==> config.mk <==
export PLATFORM = sky130hd
export DESIGN_NAME = htvl_rot_cell
export DESIGN_NICKNAME = d
export VERILOG_FILES = /design/src/rtl/htvl_pkg.sv /design/src/rtl/htvl_rot_cell.sv
export SDC_FILE = /design/constraint.sdc
export NUM_CORES = 1
export LEC_CHECK = 0
export BUFFER_PORTS_ARGS = -buffer_cell sky130_fd_sc_hd__buf_2
export CORE_ASPECT_RATIO = 0.9
export CORE_MARGIN = 8
export CORE_UTILIZATION = 51
export DETAILED_ROUTE_END_ITERATION = 6
export GPL_TIMING_DRIVEN = 1
export MAX_ROUTING_LAYER = met4
export PLACE_DENSITY_LB_ADDON = 0.1
export SYNTH_ARGS = -nofsm -noshare
export SYNTH_HDL_FRONTEND = slang
export SYNTH_SLANG_ARGS = --single-unit
==> constraint.sdc <==
create_clock -name clk_i -period 3.2 [get_ports clk_i]
set_input_delay 0.48 -clock clk_i [delete_from_list [all_inputs] [get_ports clk_i]]
set_output_delay 0.48 -clock clk_i [all_outputs]
set_load 0.02 [all_outputs]
==> src/rtl/htvl_pkg.sv <==
// -----------------------------------------------------------------------------
// htvl_pkg : heading tracking velocity law, shared types and constants
// Fixed-point widths, CORDIC cell data words, arctangent table, saturation.
// -----------------------------------------------------------------------------
package htvl_pkg;

  // word widths
  localparam int unsigned VEC_W = 36;  // vectoring x/y
  localparam int unsigned ZV_W  = 20;  // vectoring angle accumulator
  localparam int unsigned ROT_W = 33;  // rotation x/y, Q2.30
  localparam int unsigned ZR_W  = 21;  // rotation angle
  localparam int unsigned ANG_W = 21;  // heading error
  localparam int unsigned CS_W  = 19;  // cos/sin, Q2.16
  localparam int unsigned SX_W  = 38;  // gained position error
  localparam int unsigned W_W   = 22;  // sliding angular term
  localparam int unsigned WIDE_W = 50; // pre-saturation result

  localparam logic signed [ANG_W-1:0] PI_Q      = 21'sd205887;
  localparam logic signed [ANG_W-1:0] HALF_PI_Q = 21'sd102944;
  localparam logic signed [ANG_W-1:0] TWO_PI_Q  = 21'sd411775;
  localparam logic signed [ANG_W-1:0] BOUNDARY_Q = 21'sd9830;
  localparam logic [13:0] NEAR_Q = 14'd6554;
  localparam logic [28:0] NEAR_SQ_Q = 29'd42954916;
  localparam logic [21:0] SMALL_W_Q = 22'd655;
  localparam logic [16:0] ONE_Q = 17'd65536;
  localparam logic signed [ROT_W-1:0] GAIN_INV_Q30 = 33'sd652032874;
  // ceil(2^40 / 9830), reciprocal for the boundary layer divide
  localparam logic [26:0] RECIP_M = 27'd111852658;
  localparam logic [13:0] BOUNDARY_U = 14'd9830;

  // register indices
  localparam logic [2:0] REG_MODE    = 3'd0;
  localparam logic [2:0] REG_MAX_LIN = 3'd1;
  localparam logic [2:0] REG_MAX_ANG = 3'd2;
  localparam logic [2:0] REG_MIN_ANG = 3'd3;
  localparam logic [2:0] REG_GAIN    = 3'd4;
  localparam logic [2:0] REG_INV_OFF = 3'd5;

  typedef struct packed {
    logic signed [VEC_W-1:0] x;
    logic signed [VEC_W-1:0] y;
    logic signed [ZV_W-1:0]  z;
  } vec_t;

  typedef struct packed {
    logic signed [ROT_W-1:0] x;
    logic signed [ROT_W-1:0] y;
    logic signed [ZR_W-1:0]  z;
    logic                    neg;
  } rot_t;

  // side data riding along the vectoring chain
  typedef struct packed {
    logic                    near;
    logic signed [SX_W-1:0]  sx;
    logic signed [SX_W-1:0]  sy;
    logic signed [18:0]      h;
  } vside_t;

  // side data riding along the rotation chain
  typedef struct packed {
    logic                    near;
    logic signed [SX_W-1:0]  sx;
    logic signed [SX_W-1:0]  sy;
    logic signed [W_W-1:0]   w;
  } rside_t;

  // atan(2^-i), Q1.16
  function automatic logic [16:0] atan_q(input int unsigned i);
    logic [16:0] r;
    case (i)
      0:       r = 17'd51472;
      1:       r = 17'd30386;
      2:       r = 17'd16055;
      3:       r = 17'd8150;
      4:       r = 17'd4091;
      5:       r = 17'd2047;
      6:       r = 17'd1024;
      7:       r = 17'd512;
      8:       r = 17'd256;
      9:       r = 17'd128;
      10:      r = 17'd64;
      11:      r = 17'd32;
      12:      r = 17'd16;
      13:      r = 17'd8;
      14:      r = 17'd4;
      15:      r = 17'd2;
      16:      r = 17'd1;
      default: r = 17'd0;
    endcase
    return r;
  endfunction

  function automatic logic signed [31:0] sat32(input logic signed [WIDE_W-1:0] v);
    logic signed [31:0] r;
    if (v > WIDE_W'(signed'(32'sh7FFFFFFF))) begin
      r = 32'sh7FFFFFFF;
    end else if (v < WIDE_W'(signed'(32'sh80000000))) begin
      r = 32'sh80000000;
    end else begin
      r = v[31:0];
    end
    return r;
  endfunction

endpackage

==> src/rtl/htvl_rot_cell.sv <==
// -----------------------------------------------------------------------------
// htvl_rot_cell : one rotation CORDIC micro-rotation
// Turns the vector by the table angle, driving residual angle to zero.
// -----------------------------------------------------------------------------
module htvl_rot_cell #(
  parameter int unsigned STEP = 0
) (
  input  logic            clk_i,
  input  htvl_pkg::rot_t  in_i,
  output htvl_pkg::rot_t  out_o
);

  htvl_pkg::rot_t out_d, out_q;
  logic signed [htvl_pkg::ZR_W-1:0] a;

  assign a = signed'(htvl_pkg::ZR_W'(htvl_pkg::atan_q(STEP)));

  always_comb begin
    out_d.neg = in_i.neg;
    if (in_i.z >= 0) begin
      out_d.x = in_i.x - (in_i.y >>> STEP);
      out_d.y = in_i.y + (in_i.x >>> STEP);
      out_d.z = in_i.z - a;
    end else begin
      out_d.x = in_i.x + (in_i.y >>> STEP);
      out_d.y = in_i.y - (in_i.x >>> STEP);
      out_d.z = in_i.z + a;
    end
  end

  always_ff @(posedge clk_i) begin
    out_q <= out_d;
  end

  assign out_o = out_q;

endmodule

Yosys cells after proc, flatten, opt, wreduce, memory -nomap -nowiden:

Cells that the tools add are included.

* input bits: 89
* word-level logic and storage cells: 11
* output and inout port bits: 88
* flip-flop bits (word level): 88

* $lt $le $gt $ge: 1
* add/sub/neg operators: 5
* multiplexer cells: 1

Operators with widths (count)
* two-way mux 87 bit: 1
* subtractor 33 bit: 2
* adder 33 bit: 1
* adder 21 x 17 -> 21 bit (second input constant): 1
* greater-or-equal comparator 21 x 1 -> 1 bit (second input constant): 1
* subtractor 21 x 17 -> 21 bit (second input constant): 1

Depth between registers and ports, before layout:

Gate-level depths: netlist of run 1.

* depth in word-level cells: 2
* depth in mapped cells: 13
* depth with buffers taken out: 11

Worst setup path before layout of run 1:

No wires, ideal clock.

* path type: in2reg
* from: input port in_i[21] in the netlist's numbering
* to: register out_q, in the netlist out_o[19]
* data required time: 3080 ps
* buffers on the path: 3
* arrival time: 3122 ps
* stages on the path: 13
* setup slack: -42 ps
* library setup time: 120 ps
* cells stage by stage: clkbuf_1 inv_1 clkbuf_1 buf_1 ha_1 a21o_1 a21oi_1 nor2b_1 o21ai_0 a211oi_1 o31ai_1 a21oi_1 xnor2_1

RTL lines
* start, declared: RTL line htvl_rot_cell.sv:9 `input htvl_pkg::rot_t in_i,`
* end signal, assigned: RTL line htvl_rot_cell.sv:32 `out_q <= out_d;`
* end, declared: RTL line htvl_rot_cell.sv:13 `htvl_pkg::rot_t out_d, out_q;`

==> metrics.md, run 1 <==
| Metric | Value |
|---|---|
| H-tree Lvls | `3` |
| Unrepaired setup endpoints after global routing | `false` |
| Yosys top cell by area | `dfxtp_1` |
| Crit path launch | `in_i[55]` |
| Critical Path Sink | `out_o[87]` |
| # hold bufs at CTS | `0` |
| Fmax | `0.3484 GHz` |
| Initial antenna violation count | `0` |
| Post-route ant nets | `0` |
| Kind of start point of the critical path | `input pin` |
| Setup TNS | `0 ps` |
| Filler cell count | `1555` |
| Largest register FFs | `87` |
| Post-Syn Area per Cell | `7.778 um2` |
| Max-cap violations | `0` |
| CP max stage delay | `420 ps` |
| HPWL after DPL | `23.48 mm` |
| Vias in the first global route | `8546` |
| Peak VDD IR | `0.0002745 V` |
| Clock Path Buffers | `2` |
| Final hold violation count | `0` |
| DR pass1 iterations | `6` |
| Post-Synth Simple-Gate Area | `17.26%` |
| Sequential share of the synthesized area | `20.36%` |
| CP Capture Type | `flip-flop` |
| Synth Cell Area | `8556 um2` |
| Fin crit share | `89.70%` |
| Main combinational cell family by area after synthesis | `compound AO/OA/AOI/OAI gates` |
| Synth warn | `0` |
| Synth cell count leaders | `ha_1, a21oi_1, inv_1` |
| Worst Tran Pin Value | `665.2 ps` |
| Adder-Cell Fraction of Synth Area | `18.48%` |
| Initial Util | `51.34%` |
| TritonCTS clock tree | `yes` |
| Post-place setup slack | `-3.051 ps` |
| Worst min path class | `input pin to flip-flop` |
| Area Overhead vs Synth | `22.68%` |
| Final setup vio count | `0` |
| Via/cell ratio | `5.757` |
| Final Power | `4.610 mW` |
| TritonCTS buffer count | `9` |
| Vias | `8924` |
| Grt ovf | `0` |
| GPL Wtd Cong | `0.9589` |
| EDFF count, synth | `0` |
| First-pass GRT wire length | `45.44 mm` |
| Antenna diode count | `0` |
| CP Buf/Inv Count | `3` |
| Top_reg_cell synth | `dfxtp_1` |
| Distinct cells, synth | `77` |
| Largest net degree at the start of global routing | `48` |
| Fin. max-slew vios | `0` |
| Setup bufs post-CTS | `0` |
| Critical Path Stages | `13` |
| Port bufs | `176` |
| Clock sink count | `87` |
| DIE AREA | `21180 um2` |
| Routed wire length | `28.59 mm` |
| Fin crit period | `2871 ps` |
| Synthesized flop and latch total | `87` |
| Synth Area in XOR/XNOR | `7.371%` |
| Drt wl/cell | `18.44 um` |
| Root Buffer | `clkbuf_16` |
| Starting DRC count in detailed routing | `728` |
| Top cells by area, synth | `dfxtp_1, ha_1, a21oi_1` |
| Required @ worst endpoint | `3510 ps` |
| Crit Path Max Fanout | `3` |
| Multiplexer share of the synthesized area | `1.521%` |
| Worst-path clk slew | `70 ps` |
| Die Height | `138.9 um` |
| Delay-heaviest family, CP | `compound AO/OA/AOI/OAI gates` |
| Worst-path cell chain | `buf_2, inv_1, ha_1, fa_1, nor2b_1, o31a_1, o211ai_2, a2111oi_2, buf_4, nor2_1, o211ai_1, mux2i_1, and4_1` |
| Die W | `152.5 um` |
| # resized after CTS | `0` |
| Power per cell area | `439.2 nW/um2` |
| Type of the worst setup path | `input pin to flip-flop` |
| Core area | `16670 um2` |
| Synth Area in Compound Gates | `27.98%` |
| Async set or reset register ratio after synthesis | `0%` |
| Tot GR Track Use | `27.13%` |
| Share of cells above drive strength 1 | `23.60%` |
| Leakage | `5.048 nW` |
| DR DRC count | `0` |
| CP max stage cell | `fa_1` |
| Slew HR | `55.18%` |
| Most frequent cell after synthesis | `ha_1` |
| Outcome | `finished clean` |
| Arrival time at the worst endpoint | `3180 ps` |
| Final WS setup | `329.5 ps` |
| Ports | `177` |
| Top cell type's share of synthesized area | `20.36%` |
| Std cell rows | `45` |
| Net count after synthesis | `1313` |
| Syn Inst Count | `1100` |
| Final Net Count | `1547` |
[final cells by class]
type	count	area (um2)	share of cell area, %
clock inverters	6	52.55	0.5007
flip-flops and latches	87	1742	16.59
well taps	211	264.0	2.515
inverters	100	375.4	3.576
repair buffers	273	1622	15.45
multi-input cells	863	6212	59.18
clock buffers	10	229.0	2.181
[how the worst min path moves through the flow]
stage	start	to	slack [ps]	depth (start not counted)
final	in_i[0]	out_o[0]	220	1
after global routing	in_i[2]	out_o[2]	200	1
after CTS	in_i[0]	out_o[0]	210	1
after detailed placement	in_i[2]	out_o[2]	580	1
after global placement	in_i[0]	out_o[0]	580	1
after floorplan	in_i[0]	out_o[0]	510	0
[report_power, final]
group | total (mW) | internal (mW) | switching, mW
clock | 1.03 | 0.539 | 0.495
sequential | 1.40 | 1.33 | 0.0681
combinational | 2.18 | 0.827 | 1.35
[layer usage]
layer / vias to the layer above / global-route usage [%] / routed length, um
li1: 4363 / - / -
met1: 4091 / 36.06 / 13190
met2: 424 / 41.12 / 12330
met3: 46 / 5.327 / 2479
met4: 0 / 7.856 / 584
met5: - / - / 0
[cell families after synthesis]
group	Yosys count
multiplexers	13
flip-flops	87
XOR/XNOR	72
AO/OA/AOI/OAI	364
adder cells (fa/ha/maj)	124
buffers and inverters	150
AND/OR/NAND/NOR	290
[per-stage QoR]
stage                     utilization (%)  hold slack [ps]  instances  cell area (um2)
after floorplan                         -            507.7       1100             8557
after global placement              61.29            581.8       1534            10210
after detailed placement            61.29            583.8       1534            10210
after CTS                           62.98            206.9       1550            10500
after global routing                62.98            204.9       1550            10500
final                               62.98            217.0       1550            10500
[layout by cell type (no fill, tap or decap), drive strengths merged, types with 12 or more instances in the layout]
master	n
a211oi	15
a21o	25
a21oi	111
a31oi	19
buf	273
dfxtp	87
ha	120
inv	103
mux2i	13
nand2	63
nand2b	13
nand3	20
nand4	12
nor2	80
nor2b	20
nor3	35
o211ai	20
o21ai	72
o21bai	26
o31ai	15
xnor2	57
xor2	15
Power figures use the tool's default switching activity.
==> run 2, diff against run 1 <==
--- a/config.mk
+++ b/config.mk
@@ -13,6 +13,7 @@
 export GPL_TIMING_DRIVEN = 1
 export MAX_ROUTING_LAYER = met4
 export PLACE_DENSITY_LB_ADDON = 0.1
+export RECOVER_POWER = 100
 export SYNTH_ARGS = -nofsm -noshare
 export SYNTH_HDL_FRONTEND = slang
 export SYNTH_SLANG_ARGS = --single-unit
==> run 2 against run 1 <==
Effect of this change:
- flip-flop and latch count unchanged
- total power decreased by 1.5%
- utilization decreased by 0.92 points
- cell count unchanged
- sequential share of layout area increased by 0.25 points
- combinational power decreased by 4%
- cell area decreased by 1.5%
- count of clock-buffer cells in the layout unchanged
- hold slack improved by 1.5 ps
- largest cell class unchanged
- largest power group unchanged
==> metrics.md, run 2 (synthesis gave the netlist of run 1 again) <==
| Metric | Value |
|---|---|
| Unrepaired setup endpoints after global routing | `false` |
| Fmax | `0.3426 GHz` |
| Vias in the first global route | `8546` |
| # resized after CTS | `0` |
| GPL Wtd Cong | `0.9589` |
| Ports | `177` |
| Final hold violation count | `0` |
| Peak VDD IR | `0.0002733 V` |
| Type of the worst setup path | `input pin to flip-flop` |
| Share of cells above drive strength 1 | `15.83%` |
| Port bufs | `176` |
| Fin area | `10340 um2` |
| Post-route ant nets | `0` |
| Clock Path Buffers | `2` |
| Slew HR | `43.40%` |
| Crit Path Max Fanout | `3` |
| Dpl cell area | `10210 um2` |
| Max-cap violations | `0` |
| Fin crit share | `91.20%` |
| TritonCTS buffer count | `9` |
| Final setup vio count | `0` |
| Kind of start point of the critical path | `input pin` |
| DR pass1 iterations | `5` |
| Post-place setup slack | `-3.051 ps` |
| Outcome | `finished clean` |
| Via/cell ratio | `5.757` |
| Largest register FFs | `87` |
| HPWL after DPL | `23.48 mm` |
| DR DRC count | `0` |
| Power per cell area | `439.2 nW/um2` |
| Fin. max-slew vios | `0` |
| Min-delay src | `in_i[0]` |
| Crit path launch | `in_i[22]` |
| Final Power | `4.542 mW` |
| Required @ worst endpoint | `3470 ps` |
| Tot GR Track Use | `27.13%` |
| Fin crit period | `2919 ps` |
| Final WS setup | `281.5 ps` |
| Worst-path clk slew | `70 ps` |
| Drt wl/cell | `18.57 um` |
| Largest net degree at the start of global routing | `48` |
| FF+latch area | `1742 um2` |
| Grt ovf | `0` |
| First-pass GRT wire length | `45.44 mm` |
| Starting DRC count in detailed routing | `776` |
| Die Height | `138.9 um` |
| Leakage | `4.764 nW` |
| Area Overhead vs Synth | `20.88%` |
| Setup bufs post-CTS | `0` |
| Worst Tran Pin Value | `849.0 ps` |
| Filler-free cell count of the finished design | `1550` |
| Commonest non-fill, non-tap cell in the layout | `ha_1` |
| # hold bufs at CTS | `0` |
| Initial Util | `51.34%` |
| Filler cell count | `1612` |
| Clock sink count | `87` |
| Die W | `152.5 um` |
| Worst min path class | `input pin to flip-flop` |
| Std cell rows | `45` |
| Root Buffer | `clkbuf_16` |
| Core Util, Final | `62.06%` |
| Core area | `16670 um2` |
| Initial antenna violation count | `0` |
| H-tree Lvls | `3` |
| TritonCTS clock tree | `yes` |
| Antenna diode count | `0` |
| Multi-input logic area | `6207 um2` |
| Commonest cells after routing, fill and taps aside | `ha_1, a21oi_1, clkbuf_1` |
| DP Cell Count | `1534` |
| DIE AREA | `21180 um2` |
| CP Capture Type | `flip-flop` |
| Vias | `8924` |
| Final Net Count | `1547` |
| Arrival time at the worst endpoint | `3190 ps` |
| Routed wire length | `28.79 mm` |
==> run 2: final timing paths <==
kind	slack, ps	to	depth (start not counted)
max	280	out_o[42]	14
min	220	out_o[0]	1
==> run 2: power by group <==
part | internal, mW | leakage, nW | switching (mW)
Combinational | 0.748 | 3.90 | 1.36
Sequential | 1.33 | 0.734 | 0.0767
Clock | 0.539 | 0.132 | 0.494
Total | 2.62 | 4.76 | 1.93
==> run 2: per-stage QoR <==
stage | TNS [ps] | hold slack, ps
finish | 0 | 218.5
global route | 0 | 204.9
CTS | 0 | 206.9
detailed placement | -3.051 | 583.8
global placement | 0 | 581.8
floorplan | 0 | 507.7
==> run 2: per-layer routing <==
metal	up-vias	GRT usage [%]	part of all wire [%]
met4	0	7.856	1.9
met5	-	-	0
met1	4100	36.06	46
met3	36	5.327	8.9
met2	432	41.12	43
li1	4356	-	-
==> run 2: layout make-up <==
| cell class | count | area share, % |
|---|---|---|
| flip-flops and latches | 87 | 16.84 |
| clock buffers | 10 | 2.214 |
| repair buffers | 273 | 14.24 |
| inverters | 100 | 3.629 |
| well taps | 211 | 2.553 |
| clock inverters | 6 | 0.5081 |
| multi-input cells | 863 | 60.02 |
==> run 2: critical path, stage by stage <==
cell	delay, ps
clkbuf_1	130
inv_1	60
ha_1	220
fa_1	400
nor2b_1	170
o21ai_0	170
a211o_1	330
o211ai_1	170
clkbuf_1	210
a21bo_2	210
a21boi_0	90
clkbuf_1	170
a21oi_1	210
xnor2_1	160
