**src/rtl/htvl_pkg.sv**
```systemverilog
// -----------------------------------------------------------------------------
// htvl_pkg : heading tracking velocity law, shared types and constants
// Fixed-point widths, CORDIC cell data words, arctangent table, saturation.
// -----------------------------------------------------------------------------
package htvl_pkg;

  // word widths
  localparam int unsigned VEC_W = 36;  // vectoring x/y
  localparam int unsigned ZV_W  = 20;  // vectoring angle accumulator
  localparam int unsigned ROT_W = 33;  // rotation x/y, Q2.30
  localparam int unsigned ZR_W  = 21;  // rotation angle
  localparam int unsigned ANG_W = 21;  // heading error
  localparam int unsigned CS_W  = 19;  // cos/sin, Q2.16
  localparam int unsigned SX_W  = 38;  // gained position error
  localparam int unsigned W_W   = 22;  // sliding angular term
  localparam int unsigned WIDE_W = 50; // pre-saturation result

  localparam logic signed [ANG_W-1:0] PI_Q      = 21'sd205887;
  localparam logic signed [ANG_W-1:0] HALF_PI_Q = 21'sd102944;
  localparam logic signed [ANG_W-1:0] TWO_PI_Q  = 21'sd411775;
  localparam logic signed [ANG_W-1:0] BOUNDARY_Q = 21'sd9830;
  localparam logic [13:0] NEAR_Q = 14'd6554;
  localparam logic [28:0] NEAR_SQ_Q = 29'd42954916;
  localparam logic [21:0] SMALL_W_Q = 22'd655;
  localparam logic [16:0] ONE_Q = 17'd65536;
  localparam logic signed [ROT_W-1:0] GAIN_INV_Q30 = 33'sd652032874;
  // ceil(2^40 / 9830), reciprocal for the boundary layer divide
  localparam logic [26:0] RECIP_M = 27'd111852658;
  localparam logic [13:0] BOUNDARY_U = 14'd9830;

  // register indices
  localparam logic [2:0] REG_MODE    = 3'd0;
  localparam logic [2:0] REG_MAX_LIN = 3'd1;
  localparam logic [2:0] REG_MAX_ANG = 3'd2;
  localparam logic [2:0] REG_MIN_ANG = 3'd3;
  localparam logic [2:0] REG_GAIN    = 3'd4;
  localparam logic [2:0] REG_INV_OFF = 3'd5;

  typedef struct packed {
    logic signed [VEC_W-1:0] x;
    logic signed [VEC_W-1:0] y;
    logic signed [ZV_W-1:0]  z;
  } vec_t;

  typedef struct packed {
    logic signed [ROT_W-1:0] x;
    logic signed [ROT_W-1:0] y;
    logic signed [ZR_W-1:0]  z;
    logic                    neg;
  } rot_t;

  // side data riding along the vectoring chain
  typedef struct packed {
    logic                    near;
    logic signed [SX_W-1:0]  sx;
    logic signed [SX_W-1:0]  sy;
    logic signed [18:0]      h;
  } vside_t;

  // side data riding along the rotation chain
  typedef struct packed {
    logic                    near;
    logic signed [SX_W-1:0]  sx;
    logic signed [SX_W-1:0]  sy;
    logic signed [W_W-1:0]   w;
  } rside_t;

  // atan(2^-i), Q1.16
  function automatic logic [16:0] atan_q(input int unsigned i);
    logic [16:0] r;
    case (i)
      0:       r = 17'd51472;
      1:       r = 17'd30386;
      2:       r = 17'd16055;
      3:       r = 17'd8150;
      4:       r = 17'd4091;
      5:       r = 17'd2047;
      6:       r = 17'd1024;
      7:       r = 17'd512;
      8:       r = 17'd256;
      9:       r = 17'd128;
      10:      r = 17'd64;
      11:      r = 17'd32;
      12:      r = 17'd16;
      13:      r = 17'd8;
      14:      r = 17'd4;
      15:      r = 17'd2;
      16:      r = 17'd1;
      default: r = 17'd0;
    endcase
    return r;
  endfunction

  function automatic logic signed [31:0] sat32(input logic signed [WIDE_W-1:0] v);
    logic signed [31:0] r;
    if (v > WIDE_W'(signed'(32'sh7FFFFFFF))) begin
      r = 32'sh7FFFFFFF;
    end else if (v < WIDE_W'(signed'(32'sh80000000))) begin
      r = 32'sh80000000;
    end else begin
      r = v[31:0];
    end
    return r;
  endfunction

endpackage

```
**src/rtl/htvl_vec_cell.sv**
```systemverilog
// -----------------------------------------------------------------------------
// htvl_vec_cell : one vectoring CORDIC micro-rotation
// Drives y toward zero and accumulates the angle; registered output word.
// -----------------------------------------------------------------------------
module htvl_vec_cell #(
  parameter int unsigned STEP = 0
) (
  input  logic            clk_i,
  input  htvl_pkg::vec_t  in_i,
  output htvl_pkg::vec_t  out_o
);

  htvl_pkg::vec_t out_d, out_q;
  logic signed [htvl_pkg::ZV_W-1:0] a;

  assign a = signed'(htvl_pkg::ZV_W'(htvl_pkg::atan_q(STEP)));

  always_comb begin
    if (in_i.y > 0) begin
      out_d.x = in_i.x + (in_i.y >>> STEP);
      out_d.y = in_i.y - (in_i.x >>> STEP);
      out_d.z = in_i.z + a;
    end else begin
      out_d.x = in_i.x - (in_i.y >>> STEP);
      out_d.y = in_i.y + (in_i.x >>> STEP);
      out_d.z = in_i.z - a;
    end
  end

  always_ff @(posedge clk_i) begin
    out_q <= out_d;
  end

  assign out_o = out_q;

endmodule

```
**config.mk**
```make
export PLATFORM = sky130hd
export DESIGN_NAME = htvl_vec_cell
export DESIGN_NICKNAME = d
export VERILOG_FILES = /design/src/rtl/htvl_pkg.sv /design/src/rtl/htvl_vec_cell.sv
export SDC_FILE = /design/constraint.sdc
export NUM_CORES = 1
export LEC_CHECK = 0
export BUFFER_PORTS_ARGS = -buffer_cell sky130_fd_sc_hd__buf_4
export CAP_MARGIN = 20
export CORE_MARGIN = 2
export CORE_UTILIZATION = 56
export DETAILED_ROUTE_END_ITERATION = 8
export GPL_TIMING_DRIVEN = 1
export PLACE_DENSITY_LB_ADDON = 0.08
export RECOVER_POWER = 50
export SETUP_SLACK_MARGIN = 0.4
export SLEW_MARGIN = 40
export SYNTH_ARGS = -nofsm -noshare
export SYNTH_HDL_FRONTEND = slang
export SYNTH_SLANG_ARGS = --single-unit
export TNS_END_PERCENT = 50
```
**constraint.sdc**
```tcl
create_clock -name clk_i -period 4.42 [get_ports clk_i]
set_input_delay 0.442 -clock clk_i [delete_from_list [all_inputs] [get_ports clk_i]]
set_output_delay 0.442 -clock clk_i [all_outputs]
set_load 0.01 [all_outputs]
```
# Word level (Yosys, flattened, before mapping)

Cells that the tools add are included.

Memories: 0
Bits in latches: 0
Word-level logic and storage cells: 10
Output and inout port bits: 92
ROM bits: 0
Register bits after elaboration: 92
Memory bits (writable): 0
Bits of input ports: 93

Multiplexer cells: 1
Order comparisons: 1
Eq/ne operators: 0
Reductions and logical operators: 0
Div/mod/pow operators: 0
Multipliers: 0
Shifts and indexed selects: 0
Add/sub/neg operators: 5
Bitwise gates (word level): 0

Operator list:

| cell                                                                              | number |
|---|---|
| 92-bit 2-to-1 mux                                                                 | 1 |
| 36-bit subtractor                                                                 | 2 |
| 36-bit adder                                                                      | 1 |
| 36-bit by 1-bit greater-than comparator with 1-bit output (second input constant) | 1 |
| 20-bit by 17-bit adder with 20-bit output (second input constant)                 | 1 |
| 20-bit by 17-bit subtractor with 20-bit output (second input constant)            | 1 |

# Longest topological paths before layout

Gate-level depths: netlist of run 1.

Word-level depth: 2
Gate-level depth with buffers: 17
Mapped depth without buffers: 15

# Least setup slack after synthesis of run 1

No wires, ideal clock.

Kind: input -> register
From: input port in_i[22] in the netlist's numbering
To: register out_q (netlist bit out_o[19])
Stages on the path: 17
Library setup time: 72 ps
Slack: 370 ps
Arrival: 3978 ps
Path buffers: 3
Required time: 4348 ps
Path through: nor4_1 -> nand4_1 -> nor2_1 -> a41o_1 -> clkbuf_1 -> buf_1 -> buf_1 -> ha_1 -> a21o_1 -> a21oi_1 -> o21a_1 -> o31ai_1 -> a2111oi_0 -> a211oi_1 -> a21o_1 -> a21oi_1 -> xnor2_1

RTL lines:

| what                 | line                | text |
|---|---|---|
| start, declared      | htvl_vec_cell.sv:9  | `input htvl_pkg::vec_t in_i,` |
| end signal, assigned | htvl_vec_cell.sv:31 | `out_q <= out_d;` |
| end, declared        | htvl_vec_cell.sv:13 | `htvl_pkg::vec_t out_d, out_q;` |

==> run_results.csv, run 1 <==
group,metric,value,unit
floorplanning,die_y,128,um
timing,finalCritPeriodShare,81.3,%
pwr,powerDensity,316,mW/mm^2
setup_path,critPathRequiredTime,4.66,ns
floorplanning,design.die.area,0.0164,sq mm
grt,grt_max_degree,70,
setup_path,critPathMaxFanout,6,
floorplanning,core_area,0.0151,sq mm
run,cap_violations,0,
final_layout,n_antenna_cell,0,
status,status,"completed",
timing,rsz0062_at_grt,"no",
detailed_routing,drcViolationCount,0,
final_layout,syn_to_final_growth,16.6,%
cts,clk_pin_slew,0.06,ns
cts,cts-root-buf,"clkbuf_16",
setup_path,cp_slowest_cell,"nor4_1",
grt,gr-total-overflow,0,
synthesis,synth_area,0.00860,sq mm
timing,tns,0,ns
pwr,p_total,3.17,mW
synthesis,ys_ff_latch,91,
timing,slew_violations,0,
timing,worst-slew-pin-transition,0.754,ns
synthesis,async_reset_ff_share,0,%
setup_path,crit_top_cell,"a21oi_1",
cts,cts-htree-levels,3,
synthesis,yosys_most_used_dff,"dfxtp_1",
timing,hold_viol,0,
timing,timing.final.ws_setup,0.827,ns
floorplanning,std_cell_rows,45,
floorplanning,fp.dieW,128,um
synthesis,synth_edf_count,0,
synthesis,synth_cells,1132,
final_layout,drive_above_1_share,10.8,%
grt,grt_pass1_wl,40.3,mm
final_layout,fin_nets,1503,
detailed_routing,finalWirelength,26.3,mm
timing,setup_violations,0,
placement,place_congestion,0.987,
detailed_routing,wl_per_cell,17.8,um
timing,fmax,278,MHz
timing,slew_headroom,49.7,%
detailed_routing,vias,8851,
final_layout,mostFrequentLayoutCells,"a21oi_1 (140), ha_1 (119), nor2_1 (105)",
synthesis,synth_nets,1348,
pwr,ir_drop,0.000247,V
placement,post-place-ws,0.394,ns
synthesis,yosys_warnings,0,
final_layout,largest_reg_flops,91,
setup_path,critPathMaxStageDelay,0.62,ns
detailed_routing,firstDrtPassIters,7,
floorplanning,start_util,57.0,%
cts,post-cts-setup-buffer-count,0,
setup_path,critPathLaunchType,"input port",
final_layout,fillCellCount,1401,
cts,cts_tree,"yes",
final_layout,final_common_cell,"a21oi_1",
setup_path,crit_type,"in -> reg",
placement,portBuffers,184,
cts,cts_inserted_buffers,9,
grt,track_usage,31.1,%
setup_path,cp_cell_sequence,"buf_4 -> nor4_1 -> a41o_2 -> inv_2 -> fa_1 -> nor2b_1 -> o21ai_0 -> a21boi_0 -> o211ai_1 -> a21oi_1 -> nor3_1 -> o41ai_1 -> a21oi_1 -> xnor2_1",
detailed_routing,via_per_inst,5.98,
pwr,power_leakage,4.69,nW
floorplanning,num_io_pins,185,
setup_path,crit_arrival,3.83,ns
cts,clockBufferDepth,2,
grt,first_global_vias,7815,
hold_path,hp-class,"in -> reg",
placement,hpwlAfterDp,21.0,mm
synthesis,avgSynthCellArea,7.60,sq um
detailed_routing,drt-initial-drc-count,898,
cts,clock-sinks,91,
synthesis,synth_cell_type_count,72,
timing,timing.final.crit_period,3.59,ns
synthesis,seq_area_frac_synth,21.2,%
grt,antenna_found_initial,0,
setup_path,critPathCaptureType,"register",
detailed_routing,ant_nets,0,
[routing by layer]
metal  vias up  part of all wire (%)  global-route usage [%]
met5         -                     0                       0
met4         0                   2.7                    11.1
met3        53                   8.0                    4.34
met2       428                    44                    49.3
met1      4093                    45                    43.4
li1       4277                     -                       -
[synth_stat cells, types with 4 or more instances]
cell	instances	area share, %
a21o_1	31	2.7
ha_1	119	17
mux2i_1	8	0.93
nor2_1	105	4.6
inv_1	104	4.5
xor2_1	17	1.7
fa_1	4	0.93
o21a_1	18	1.6
clkbuf_1	20	0.87
o31ai_1	17	1.5
a211oi_1	11	0.96
nor2b_1	13	0.95
and3_1	4	0.29
nor4_1	14	1.0
buf_1	8	0.35
xnor2_1	66	6.7
buf_2	13	0.76
nor3_1	23	1.3
and2_1	5	0.36
nand3_1	17	0.99
a21oi_1	140	8.1
nand2_1	71	3.1
a31oi_1	7	0.51
a221oi_1	6	0.61
a22oi_1	4	0.35
nand4_1	7	0.51
o21ai_0	60	3.5
dfxtp_1	91	21
nand2b_1	17	1.2
a211o_1	7	0.71
or3_1	5	0.36
o21bai_1	20	1.7
o21ai_1	7	0.41
o211ai_1	10	0.87
[logic make-up after synthesis]
family,after synthesis,synth area share [%]
AO/OA/AOI/OAI,382,28.3
AND/OR/NAND/NOR,293,15.8
buffers and inverters,152,7.08
adder cells (fa/ha/maj),123,18.2
flip-flops,91,21.2
XOR/XNOR,83,8.45
multiplexers,8,0.931
[path summary, 6_finish.rpt]
kind                 start        end  slack, ns  cells after the start
setup / recovery  in_i[40]  out_o[18]       0.83                     14
hold / removal     in_i[2]   out_o[2]       0.21                      1
[area by class of cell]
| type | count | area [sq um] | share of cell area (%) |
|---|---|---|---|
| multi-input cells | 889 | 6190 | 61.7 |
| well taps | 188 | 235 | 2.34 |
| clock buffers | 13 | 270 | 2.69 |
| repair buffers | 189 | 1100 | 10.9 |
| flip-flops and latches | 91 | 1820 | 18.2 |
| clock inverters | 3 | 21.3 | 0.212 |
| inverters | 107 | 402 | 4.00 |
[through the flow]
stage | area (sq um) | hold slack [ns] | cells | util (%)
3_3_place_gp | 10100 | 0.547 | 1464 | 66.6
4_1_cts | 10300 | 0.186 | 1480 | 68.5
5_1_grt | 10000 | 0.212 | 1480 | 66.5
3_5_place_dp | 10100 | 0.549 | 1464 | 66.6
2_1_floorplan | 8600 | 0.470 | 1132 | -
6_report | 10000 | 0.215 | 1480 | 66.5
[where the power goes]
group / internal (mW) / switching, mW
clock: 0.428 / 0.336
sequential: 1.01 / 0.0544
combinational: 0.524 / 0.818
total: 1.96 / 1.21
[timing repair]
item,4_1_cts,5_1_grt
resized for setup,0,1
setup endpoints to repair,0,1
hold buffers,0,0
[critical path, delay by kind of cell]
| family | cells | cell delay, ns |
|---|---|---|
| buf+inv | 2 | 0.24 |
| xor+xnor | 1 | 0.13 |
| compound gates | 7 | 1.76 |
| simple gates | 3 | 0.85 |
| fa+ha+maj | 1 | 0.40 |
(Power assumes the default switching activity.)
==> run 2, diff against run 1 <==
- ABC_AREA: default -> 1
- CORE_UTILIZATION: 56 -> 53
- clock period: 4.42 -> 3 ns (I/O delays scaled with it)
==> run_results.csv, run 2 <==
group,metric,value,unit
final_layout,multi_input_area,0.00730,sq mm
grt,grt_max_degree,76,
setup_path,critPathCaptureType,"register",
final_layout,final_common_cell,"nand2_1",
final_layout,largest_reg_flops,91,
final_layout,fin_nets,2189,
final_layout,mostFrequentLayoutCells,"nand2_1 (556), inv_1 (288), nand3_1 (162)",
run,cap_violations,0,
grt,track_usage,35.9,%
final_layout,syn_to_final_growth,15.2,%
grt,gr-usage-met2,59.1,%
timing,tns,0,ns
pwr,ir_drop,0.000288,V
synthesis,synth_area,0.0105,sq mm
synthesis,ys_top_cells_by_area,"nand2_1 (20%), dfxtp_1 (17%), ha_1 (14%), inv_1 (10%), nand3_1 (7.7%)",
synthesis,yosys_most_used_dff,"dfxtp_1",
final_layout,drive_above_1_share,8.80,%
final_layout,n_antenna_cell,0,
cts,clockBufferDepth,2,
floorplanning,die_y,145,um
hold_path,hp-class,"in -> reg",
cts,cts-htree-levels,3,
final_layout,seq_area,0.00182,sq mm
floorplanning,core_area,0.0195,sq mm
timing,timing.final.crit_period,2.50,ns
placement,portBuffers,184,
timing,rsz0062_at_grt,"yes",
cts,clock-sinks,91,
synthesis,avgSynthCellArea,5.86,sq um
synthesis,seq_area_frac_synth,17.3,%
synthesis,synth_cell_type_count,38,
detailed_routing,wl_per_cell,17.2,um
cts,cts-root-buf,"clkbuf_16",
setup_path,critPathMaxFanout,5,
grt,grt_pass1_wl,60.2,mm
pwr,p_total,5.06,mW
synthesis,synthTopCellsByCount,"nand2_1 (557), inv_1 (289), nand3_1 (162), nor2_1 (152), a21oi_1 (126)",
grt,gr-total-overflow,0,
detailed_routing,finalWirelength,38.5,mm
floorplanning,std_cell_rows,51,
setup_path,critPathRequiredTime,3.29,ns
synthesis,synth_nets,2012,
detailed_routing,ant_nets,0,
timing,setup_violations,0,
setup_path,crit_arrival,2.79,ns
floorplanning,fp.dieW,145,um
detailed_routing,firstDrtPassIters,6,
synthesis,yosysMostFrequentCell,"nand2_1",
cts,clk_pin_slew,0.07,ns
placement,place_congestion,1.03,
detailed_routing,vias,12300,
synthesis,synth_top_area_share,19.9,%
placement,hpwlAfterDp,32.3,mm
detailed_routing,drcViolationCount,0,
synthesis,synth_edf_count,0,
pwr,powerDensity,417,mW/mm^2
detailed_routing,via_per_inst,5.47,
setup_path,critPathLaunchType,"input port",
status,status,"completed",
pwr,power_leakage,6.66,nW
synthesis,yosys_warnings,0,
detailed_routing,drt-initial-drc-count,1296,
synthesis,synth_top_cell_by_area,"nand2_1",
cts,cts_inserted_buffers,9,
timing,hold_viol,0,
grt,grt_use_met1,48.3,%
setup_path,crit_type,"in -> reg",
synthesis,async_reset_ff_share,0,%
grt,busiest_layer,"met2",
grt,antenna_found_initial,0,
cts,cts_tree,"yes",
synthesis,synth_cells,1796,
floorplanning,design.die.area,0.0210,sq mm
floorplanning,num_io_pins,185,
timing,fmax,400,MHz
floorplanning,start_util,54.1,%
timing,slew_headroom,42.5,%
timing,finalCritPeriodShare,83.4,%
final_layout,fillCellCount,2022,
synthesis,ys_ff_latch,91,
timing,worst-slew-pin-transition,0.862,ns
grt,met3_usage,4.84,%
timing,slew_violations,0,
grt,first_global_vias,11700,
-- run 2: cells by family after synthesis --
family | after synthesis | share of synthesized area, %
compound gates | 253 | 12.8
xor+xnor | 55 | 4.58
fa+ha+maj | 123 | 14.9
buf+inv | 338 | 13.3
flops | 91 | 17.3
simple gates | 936 | 37.1
-- run 2: path summary, 6_finish.rpt --
path,from,endpoint,cells after the start
worst max-delay path,in_i[21],out_o[16],15
worst min-delay path,in_i[1],out_o[1],1
-- run 2: timing repair --
| item | CTS | global route |
|---|---|---|
| hold buffers | 0 | 0 |
| buffers inserted | 0 | 0 |
| endpoints found under the setup margin | 0 | 2 |
| gates resized for setup | 0 | 2 |
-- run 2: final cells by class --
type,count,area share (%)
clock buffer,10,1.97
clock inverter,6,0.588
inverter,292,9.04
multi-input combinational,1367,60.2
sequential,91,15.0
tap,265,2.73
timing repair buffer,212,10.4
-- run 2: metal layers --
metal / vias up / wire (um)
li1: 5992 / -
met1: 5534 / 16500
met2: 661 / 17100
met3: 88 / 3590
met4: 0 / 1310
met5: - / 0
-- run 2: stage by stage --
step	hold slack [ns]	setup slack [ns]	instance area, sq um	utilization, %	instances
2_1_floorplan	0.328	0.422	10500	-	1796
3_3_place_gp	0.405	0.285	12100	62.4	2227
3_5_place_dp	0.406	0.106	12100	62.4	2227
4_1_cts	0.0324	0.471	12500	64.0	2243
5_1_grt	0.0509	0.360	12100	62.3	2243
6_report	0.0613	0.498	12100	62.3	2243
-- run 2: power breakdown --
group / internal [mW] / switching [mW]
Sequential: 1.44 / 0.0701
Clock: 0.678 / 0.562
Combinational: 0.773 / 1.54
-- run 2: worst max-delay path, cell delays in order --
cell,delay (ns)
buf_4,0.14
inv_1,0.15
nand4_1,0.10
nor2_1,0.24
nand4_1,0.21
nand2_2,0.17
inv_2,0.08
buf_4,0.15
ha_1,0.33
a21oi_1,0.10
o21ai_0,0.27
o21bai_1,0.20
nand3_1,0.10
nand2_1,0.09
xor2_1,0.15
